`src/hierarchical_pixel_queue_macros.svh`:
```
// ----------------------------------------------------------------------------
// Assertion macros for the pixel queue
// Shared property wrappers on clk and rst_n; compiled out with NO_ASSERTIONS.
// ----------------------------------------------------------------------------
`ifndef HIERARCHICAL_PIXEL_QUEUE_MACROS_SVH
`define HIERARCHICAL_PIXEL_QUEUE_MACROS_SVH

`ifndef NO_ASSERTIONS
// Same-cycle implication
`define HPQ_ASSERT_IMPLY(lbl, ante, cons, msg) \
    lbl: assert property (@(posedge clk) disable iff (!rst_n) (ante) |-> (cons)) \
        else $error(msg);
// Next-cycle implication
`define HPQ_ASSERT_NEXT(lbl, ante, cons, msg) \
    lbl: assert property (@(posedge clk) disable iff (!rst_n) (ante) |=> (cons)) \
        else $error(msg);
`else
`define HPQ_ASSERT_IMPLY(lbl, ante, cons, msg)
`define HPQ_ASSERT_NEXT(lbl, ante, cons, msg)
`endif

`endif

```
`src/hpq_pkg.sv`:
```
// ----------------------------------------------------------------------------
// hpq_pkg
// Types, codes and helpers shared by the pixel queue modules.
// ----------------------------------------------------------------------------
package hpq_pkg;

    // Stream payload layout
    localparam int IN_DATA_W    = 48;
    localparam int OUT_DATA_W   = 40;
    localparam int LVL_FIELD_W  = 16;
    localparam int COORD_W      = 16;
    localparam int OUT_EMPTY_BIT = 1 + 2 * COORD_W;

    // Non-empty bitmap word
    localparam int BM_W  = 32;
    localparam int BM_SH = 5;

    // Command codes
    localparam logic CMD_PUT = 1'b0;
    localparam logic CMD_GET = 1'b1;

    typedef enum logic [2:0] {
        ST_CLEAR,
        ST_IDLE,
        ST_FETCH,
        ST_EXEC,
        ST_SCAN_RD,
        ST_SCAN_CHK,
        ST_RESP
    } hpq_state_t;

    // Controller to datapath
    typedef struct packed {
        logic clear;
        logic load_in;
        logic fetch;
        logic exec;
        logic scan_rd;
        logic scan_chk;
        logic respond;
    } hpq_cmd_t;

    // Datapath to controller
    typedef struct packed {
        logic is_get;
        logic level_ok;
        logic queue_empty;
        logic level_drain;
        logic word_hit;
        logic last_word;
        logic clear_last;
        logic out_free;
    } hpq_stat_t;

    // Lowest set bit of a bitmap word: {found, index}
    function automatic logic [BM_SH:0] find_first(input logic [BM_W-1:0] word);
        logic [BM_SH:0] res;
        res = '0;
        for (int i = BM_W - 1; i >= 0; i--)
        begin
            if (word[i])
            begin
                res = {1'b1, BM_SH'(i)};
            end
        end
        return res;
    endfunction

endpackage

```
`src/hpq_ctrl.sv`:
```
// ----------------------------------------------------------------------------
// hpq_ctrl
// Sequencer for the pixel queue: clearing pass, fetch, execute, scan, respond.
// ----------------------------------------------------------------------------
module hpq_ctrl (
    input  logic              clk,
    input  logic              rst_n,
    input  logic              s_tvalid,
    output logic              s_tready,
    input  hpq_pkg::hpq_stat_t stat,
    output hpq_pkg::hpq_cmd_t  cmd
);

    import hpq_pkg::*;

    hpq_state_t state_reg;
    hpq_state_t state_next;

    // State register
    always_ff @(posedge clk or negedge rst_n)
    begin
        if (!rst_n)
        begin
            state_reg <= ST_CLEAR;
        end
        else
        begin
            state_reg <= state_next;
        end
    end

    // Next state and commands
    always_comb
    begin
        state_next = state_reg;
        cmd        = '0;
        s_tready   = 1'b0;
        case (state_reg)
            ST_CLEAR:
            begin
                cmd.clear = 1'b1;
                if (stat.clear_last)
                begin
                    state_next = ST_IDLE;
                end
            end
            ST_IDLE:
            begin
                s_tready = 1'b1;
                if (s_tvalid)
                begin
                    cmd.load_in = 1'b1;
                    state_next  = ST_FETCH;
                end
            end
            ST_FETCH:
            begin
                cmd.fetch = 1'b1;
                // Refuse an out-of-range put or a get from an empty queue
                if (stat.is_get ? stat.queue_empty : !stat.level_ok)
                begin
                    state_next = ST_RESP;
                end
                else
                begin
                    state_next = ST_EXEC;
                end
            end
            ST_EXEC:
            begin
                cmd.exec = 1'b1;
                if (stat.is_get && stat.level_drain && !stat.word_hit && !stat.last_word)
                begin
                    state_next = ST_SCAN_RD;
                end
                else
                begin
                    state_next = ST_RESP;
                end
            end
            ST_SCAN_RD:
            begin
                cmd.scan_rd = 1'b1;
                state_next  = ST_SCAN_CHK;
            end
            ST_SCAN_CHK:
            begin
                cmd.scan_chk = 1'b1;
                if (stat.word_hit || stat.last_word)
                begin
                    state_next = ST_RESP;
                end
                else
                begin
                    state_next = ST_SCAN_RD;
                end
            end
            ST_RESP:
            begin
                if (stat.out_free)
                begin
                    cmd.respond = 1'b1;
                    state_next  = ST_IDLE;
                end
            end
            default:
            begin
                state_next = ST_CLEAR;
            end
        endcase
    end

endmodule

```
`config.mk`:
```
export PLATFORM = sky130hd
export DESIGN_NAME = hpq_ctrl
export DESIGN_NICKNAME = d
export VERILOG_FILES = /design/src/hierarchical_pixel_queue_macros.svh /design/src/hpq_pkg.sv /design/src/hpq_ctrl.sv
export SDC_FILE = /design/constraint.sdc
export NUM_CORES = 1
export LEC_CHECK = 0
export BUFFER_PORTS_ARGS = -buffer_cell sky130_fd_sc_hd__buf_4
export CORE_AREA = 2 2 39 41
export CTS_BUF_LIST = sky130_fd_sc_hd__clkbuf_2 sky130_fd_sc_hd__clkbuf_4 sky130_fd_sc_hd__clkbuf_8
export CTS_CLUSTER_DIAMETER = 100
export DETAILED_ROUTE_END_ITERATION = 8
export DIE_AREA = 0 0 41 43
export GPL_TIMING_DRIVEN = 0
export PLACE_DENSITY_LB_ADDON = 0.08
export SLEW_MARGIN = 25
export SYNTH_ARGS = -nofsm -noshare
export SYNTH_HDL_FRONTEND = slang
export SYNTH_SLANG_ARGS = --single-unit
```
`constraint.sdc`:
```
create_clock -name clk -period 1.5 [get_ports clk]
set_clock_uncertainty 0.05 [all_clocks]
set_input_delay 0.075 -clock clk [delete_from_list [all_inputs] [get_ports clk]]
set_output_delay 0.075 -clock clk [all_outputs]
set_load 0.02 [all_outputs]
```
==> impl_metrics.tcl, run 1 <==
set metrics [dict create \
    coreArea_um2 1384 \
    n_antenna_cell 0 \
    tritoncts "done" \
    arrival_ns 1.28 \
    synth_cells 35 \
    routedWlPerCell_um 10.50 \
    clk_pin_slew_worst_paths_ns 0.04 \
    dieHeight_um 43 \
    yosysWarnings 0 \
    synth_area_per_cell_um2 7.686 \
    clock-sinks 3 \
    cts-root-buf "clkbuf_4" \
    die_w_um 41 \
    fin_util_pct 33.82 \
    yosys.area_share.simple_pct 38.60 \
    power_density_nw_per_um2 2059 \
    syn_to_final_growth_pct 73.95 \
    synth_fp_nets 46 \
    ant_nets 0 \
    fmax_mhz 711.4 \
    multi_input_area_um2 175.2 \
    drc 0 \
    yosysUniqueCellTypes 22 \
    synth_adder_area_share_pct 0 \
    startpoint_type "register" \
    io_pins 19 \
    synth-compound-area-share_pct 26.51 \
    crit_fanout 10 \
    synthMuxAreaShare_pct 0 \
    synth-xor-area-share_pct 0 \
    hold_viol_final 0 \
    grt_first_pass_wirelength_mm 1.359 \
    vias_per_cell 4.581 \
    synth_top_family_by_area "simple AND/OR/NAND/NOR gates" \
    num-nets-final 70 \
    ys_ff_latch 3 \
    finalCritPeriodShare_pct 93.72 \
    drv_cap 0 \
    rsz0062_at_grt "false" \
    setup_violations 0 \
    start_util_pct 19.44 \
    cts_inserted_buffers 3 \
    cts.path.max_buffers 2 \
    end_kind "output port" \
    drt-initial-drc-count 5 \
    cp.required_ns 1.37 \
    yosysSeqAreaShare_pct 27.91 \
    synth_area_um2 269.0 \
    reg2reg_depth 3 \
    grt_max_degree 11 \
    ir_drop_mv 0.6692 \
    setup_tns_ns 0 \
    slew_viol_final 0 \
    fillers 167 \
    status "completed" \
    grt_pass1_vias 331 \
    largest_register_ffs 3 \
    gr-total-overflow 0 \
    antenna_found_initial 0 \
    vias 339 \
    regArea_um2 75.07 \
    tightest_slew_ns 0.2386 \
    clk_latency_ns 0.23 \
    grt_use_total_pct 11.88 \
    worst-setup-path-type "register to output port" \
    wl_um 777 \
    drive_above_1_share_pct 46.55 \
    leakage_nw 0.2413 \
    drt_pass1_iterations 6 \
    relSlewSlack_pct 83.98 \
    gp_congestion 0.7123 \
    min_period_ns 1.406 \
    die-area_um2 1763 \
    portBuffers 18 \
    cts-htree-levels 1 \
    rows 14 \
    hold_class "primary input to asynchronous set/reset pin" \
]
## cells in the final DEF (no fill, tap or decap), types with 2 or more instances in the layout
master	Yosys	routed
buf_4	0	18
nor3_1	4	4
clkbuf_4	0	4
and3_1	3	3
dfrtp_1	3	3
clkbuf_2	0	2
inv_1	2	2
nand2_1	2	2
o21ai_0	2	2
nor2_1	2	2
## what timing repair did
item | 4_1_cts | 5_1_grt
endpoints found under the setup margin | 6 | 1
resized for setup | 3 | 1
buffers inserted | 0 | 0
hold endpoints to repair | 3 | 0
pin swaps | 0 | 0
hold buffers | 1 | 0
## metal layers
metal	share of wire [%]	global-route usage, %	vias to the layer above
li1	-	-	177
met1	43	15.26	153
met2	51	15.63	9
met4	0	10.00	0
met5	0	0	-
met3	5.9	3.141	0
## power by group
group          switching, W  internal (W)  total, W
Clock             0.0000409      0.000118  0.000159
Sequential        0.0000418      0.000125  0.000167
Combinational      0.000358      0.000280  0.000638
Total              0.000441      0.000523  0.000964
## worst max-delay path, stage by stage (launching register included)
cell      delay (ns)
dfrtp_1         0.37
clkbuf_2        0.23
inv_1           0.11
nor3_1          0.18
buf_4           0.17
## per-stage QoR
stage	power [W]	hold slack [ns]	worst slack [ns]	area (um^2)	std cells
2_1_floorplan	0.0005777	-0.2706	0.1637	269.0	35
3_3_place_gp	0.0008014	-0.1846	0.1287	424.2	69
3_5_place_dp	0.0008033	-0.1858	0.1185	424.2	69
4_1_cts	0.0009847	0.1002	0.07738	467.9	74
5_1_grt	0.001061	0.1154	0.01253	467.9	74
6_report	0.0009635	0.1073	0.09423	467.9	74
## kinds of logic after synthesis
kind of cell	Yosys count
compound gates	9
buf+inv	5
flops	3
simple gates	18
## synthesized netlist by cell type
cell | n | area (um^2)
nor2b_1 | 1 | 6.260
nor3_1 | 4 | 20.02
nand2b_1 | 1 | 6.260
a32oi_1 | 1 | 8.760
a221oi_2 | 1 | 15.01
a21oi_1 | 1 | 5.000
clkbuf_1 | 3 | 11.26
and2_1 | 1 | 6.260
nand2_1 | 2 | 7.510
and3b_1 | 1 | 8.760
o22ai_1 | 1 | 6.260
a21o_1 | 1 | 7.510
inv_1 | 2 | 7.510
a221o_1 | 1 | 10.01
or2_2 | 1 | 6.260
and3_1 | 3 | 18.77
dfrtp_1 | 3 | 75.07
nor3b_1 | 1 | 7.510
a311oi_1 | 1 | 8.760
o21ai_0 | 2 | 10.01
and4_1 | 1 | 8.760
nor2_1 | 2 | 7.510
## final timing paths
check                        startpoint  slack (ns)            to
max                        state_reg[1]        0.09        cmd[4]
min                               rst_n        0.11  state_reg[1]
max reg2reg                state_reg[2]        0.16  state_reg[1]
min reg2reg                state_reg[2]        0.64  state_reg[1]
max in group asynchronous         rst_n        1.20  state_reg[0]
min in group clk               s_tvalid        0.11  state_reg[1]
## area by class of cell
cell class,count,share of cell area (%)
Inverter,2,1.604
Multi-Input combinational cell,27,37.43
Buffer,3,3.209
Sequential cell,3,16.04
Tap cell,16,4.278
Clock buffer,4,6.417
Timing Repair Buffer,19,31.02
No activity file was read; power rests on OpenSTA's default activity.
==> inputs of run 2 (changes only) <==
--- a/config.mk
+++ b/config.mk
@@ -7,7 +7,7 @@
 export LEC_CHECK = 0
 export BUFFER_PORTS_ARGS = -buffer_cell sky130_fd_sc_hd__buf_4
 export CORE_AREA = 2 2 39 41
-export CTS_BUF_LIST = sky130_fd_sc_hd__clkbuf_2 sky130_fd_sc_hd__clkbuf_4 sky130_fd_sc_hd__clkbuf_8
+export CTS_BUF_LIST = sky130_fd_sc_hd__clkbuf_8
 export CTS_CLUSTER_DIAMETER = 100
 export DETAILED_ROUTE_END_ITERATION = 8
 export DIE_AREA = 0 0 41 43
==> impl_metrics.tcl, run 2 (synthesis results as in run 1) <==
set metrics [dict create \
    vias 337 \
    layout_commonest_cell "buf_4" \
    syn_to_final_growth_pct 79.53 \
    drc 0 \
    cts-htree-levels 1 \
    drv_cap 0 \
    hold_class "primary input to asynchronous set/reset pin" \
    cts.path.max_buffers 2 \
    fin_ws_ns 0.1111 \
    cts_inserted_buffers 3 \
    dieHeight_um 43 \
    die-area_um2 1763 \
    n_antenna_cell 0 \
    fmax_mhz 720.0 \
    routedWlPerCell_um 10.62 \
    finalCritPeriodShare_pct 92.60 \
    drive_above_1_share_pct 44.83 \
    tritoncts "done" \
    cp.required_ns 1.37 \
    power_density_nw_per_um2 2135 \
    setup_violations 0 \
    grt_use_total_pct 12.08 \
    drt-initial-drc-count 5 \
    tightest_slew_ns 0.2347 \
    arrival_ns 1.26 \
    slew_viol_final 0 \
    status "completed" \
    antenna_found_initial 0 \
    gr-total-overflow 0 \
    final_cell_mix "buf_4, nor3_1" \
    clk_pin_slew_worst_paths_ns 0.03 \
    hold_viol_final 0 \
    crit_fanout 10 \
    io_pins 19 \
    sw_frac_of_total_pct 43.90 \
    pwr-share-seq_pct 16.2 \
    grt_pass1_vias 334 \
    dp_slack_ns 0.1185 \
    power_frac_comb_pct 61.9 \
    clock-sinks 3 \
    die_w_um 41 \
    grt_first_pass_wirelength_mm 1.393 \
    coreArea_um2 1384 \
    startpoint_type "register" \
    gp_congestion 0.7123 \
    end_kind "output port" \
    portBuffers 18 \
    wl_um 786 \
    drt_pass1_iterations 4 \
    start_util_pct 19.44 \
    num-nets-final 70 \
    ant_nets 0 \
    rsz0062_at_grt "false" \
    relSlewSlack_pct 84.25 \
    worst-setup-path-type "register to output port" \
    setup_tns_ns 0 \
    clk_latency_ns 0.21 \
    p_switching_w 0.0004526 \
    rows 14 \
    cts-root-buf "clkbuf_8" \
    largest_register_ffs 3 \
    ir_drop_mv 0.6966 \
    grt_max_degree 11 \
    internal_power_w 0.0005785 \
    vias_per_cell 4.554 \
    leakage_nw 0.2498 \
    min_period_ns 1.389 \
    clkPwrFrac_pct 21.9 \
]
run 2: final timing paths:
path	from	endpoint	slack, ns	cells after the start
setup / recovery	state_reg[1]	cmd[4]	0.11	4
hold / removal	rst_n	state_reg[1]	0.13	2
setup reg to reg	state_reg[2]	state_reg[1]	0.15	3
hold reg to reg	state_reg[0]	state_reg[1]	0.64	3
max in group asynchronous	rst_n	state_reg[0]	1.18	2
min in group clk	s_tvalid	state_reg[1]	0.13	3
run 2: power by group through the flow:
stage	clock network [W]	logic (W)	registers, W
floorplan	0	0.000420	0.000157
global placement	0	0.000629	0.000172
detailed placement	0	0.000633	0.000170
CTS	0.000235	0.000646	0.000169
global route	0.000242	0.000709	0.000181
finish	0.000226	0.000638	0.000167
run 2: what timing repair did:
item | CTS | global route
resized for setup | 3 | 0
hold buffers | 1 | 0
setup endpoints to repair | 5 | 0
buffers inserted | 0 | 0
endpoints found under the hold margin | 3 | 0
run 2: layout make-up:
class,count,area [um^2]
sequential,3,75.07
fill,162,900.9
multi-input combinational,27,175.2
clock buffer,3,41.29
inverter,2,7.507
buffer,3,15.01
clock inverter,1,3.754
timing repair buffer,19,145.1
tap,16,20.02
run 2: per-stage QoR:
| stage | hold slack [ns] | total power (W) | instances | area, um^2 | utilization, % |
|---|---|---|---|---|---|
| CTS | 0.1254 | 0.001050 | 74 | 483.0 | 34.90 |
| finish | 0.1259 | 0.001031 | 74 | 483.0 | 34.90 |
| global route | 0.1391 | 0.001132 | 74 | 483.0 | 34.90 |
| global placement | -0.1846 | 0.0008014 | 69 | 424.2 | 30.65 |
| detailed placement | -0.1858 | 0.0008033 | 69 | 424.2 | 30.65 |
| floorplan | -0.2706 | 0.0005777 | 35 | 269.0 | - |
run 2: metal layers:
| layer | part of all wire [%] | global-route usage, % | vias up | routed length [um] |
|---|---|---|---|---|
| met5 | 0 | 0 | - | 0 |
| met2 | 50 | 15.63 | 11 | 390 |
| met4 | 0 | 8.000 | 0 | 0 |
| li1 | - | - | 177 | - |
| met3 | 7.1 | 4.712 | 0 | 56 |
| met1 | 43 | 15.91 | 149 | 339 |
run 2: worst max-delay path, cell delays in order, from the launching register on:
cell and delay (ns):
dfrtp_1 0.36, clkbuf_2 0.23, inv_1 0.11, nor3_1 0.18, buf_4 0.17
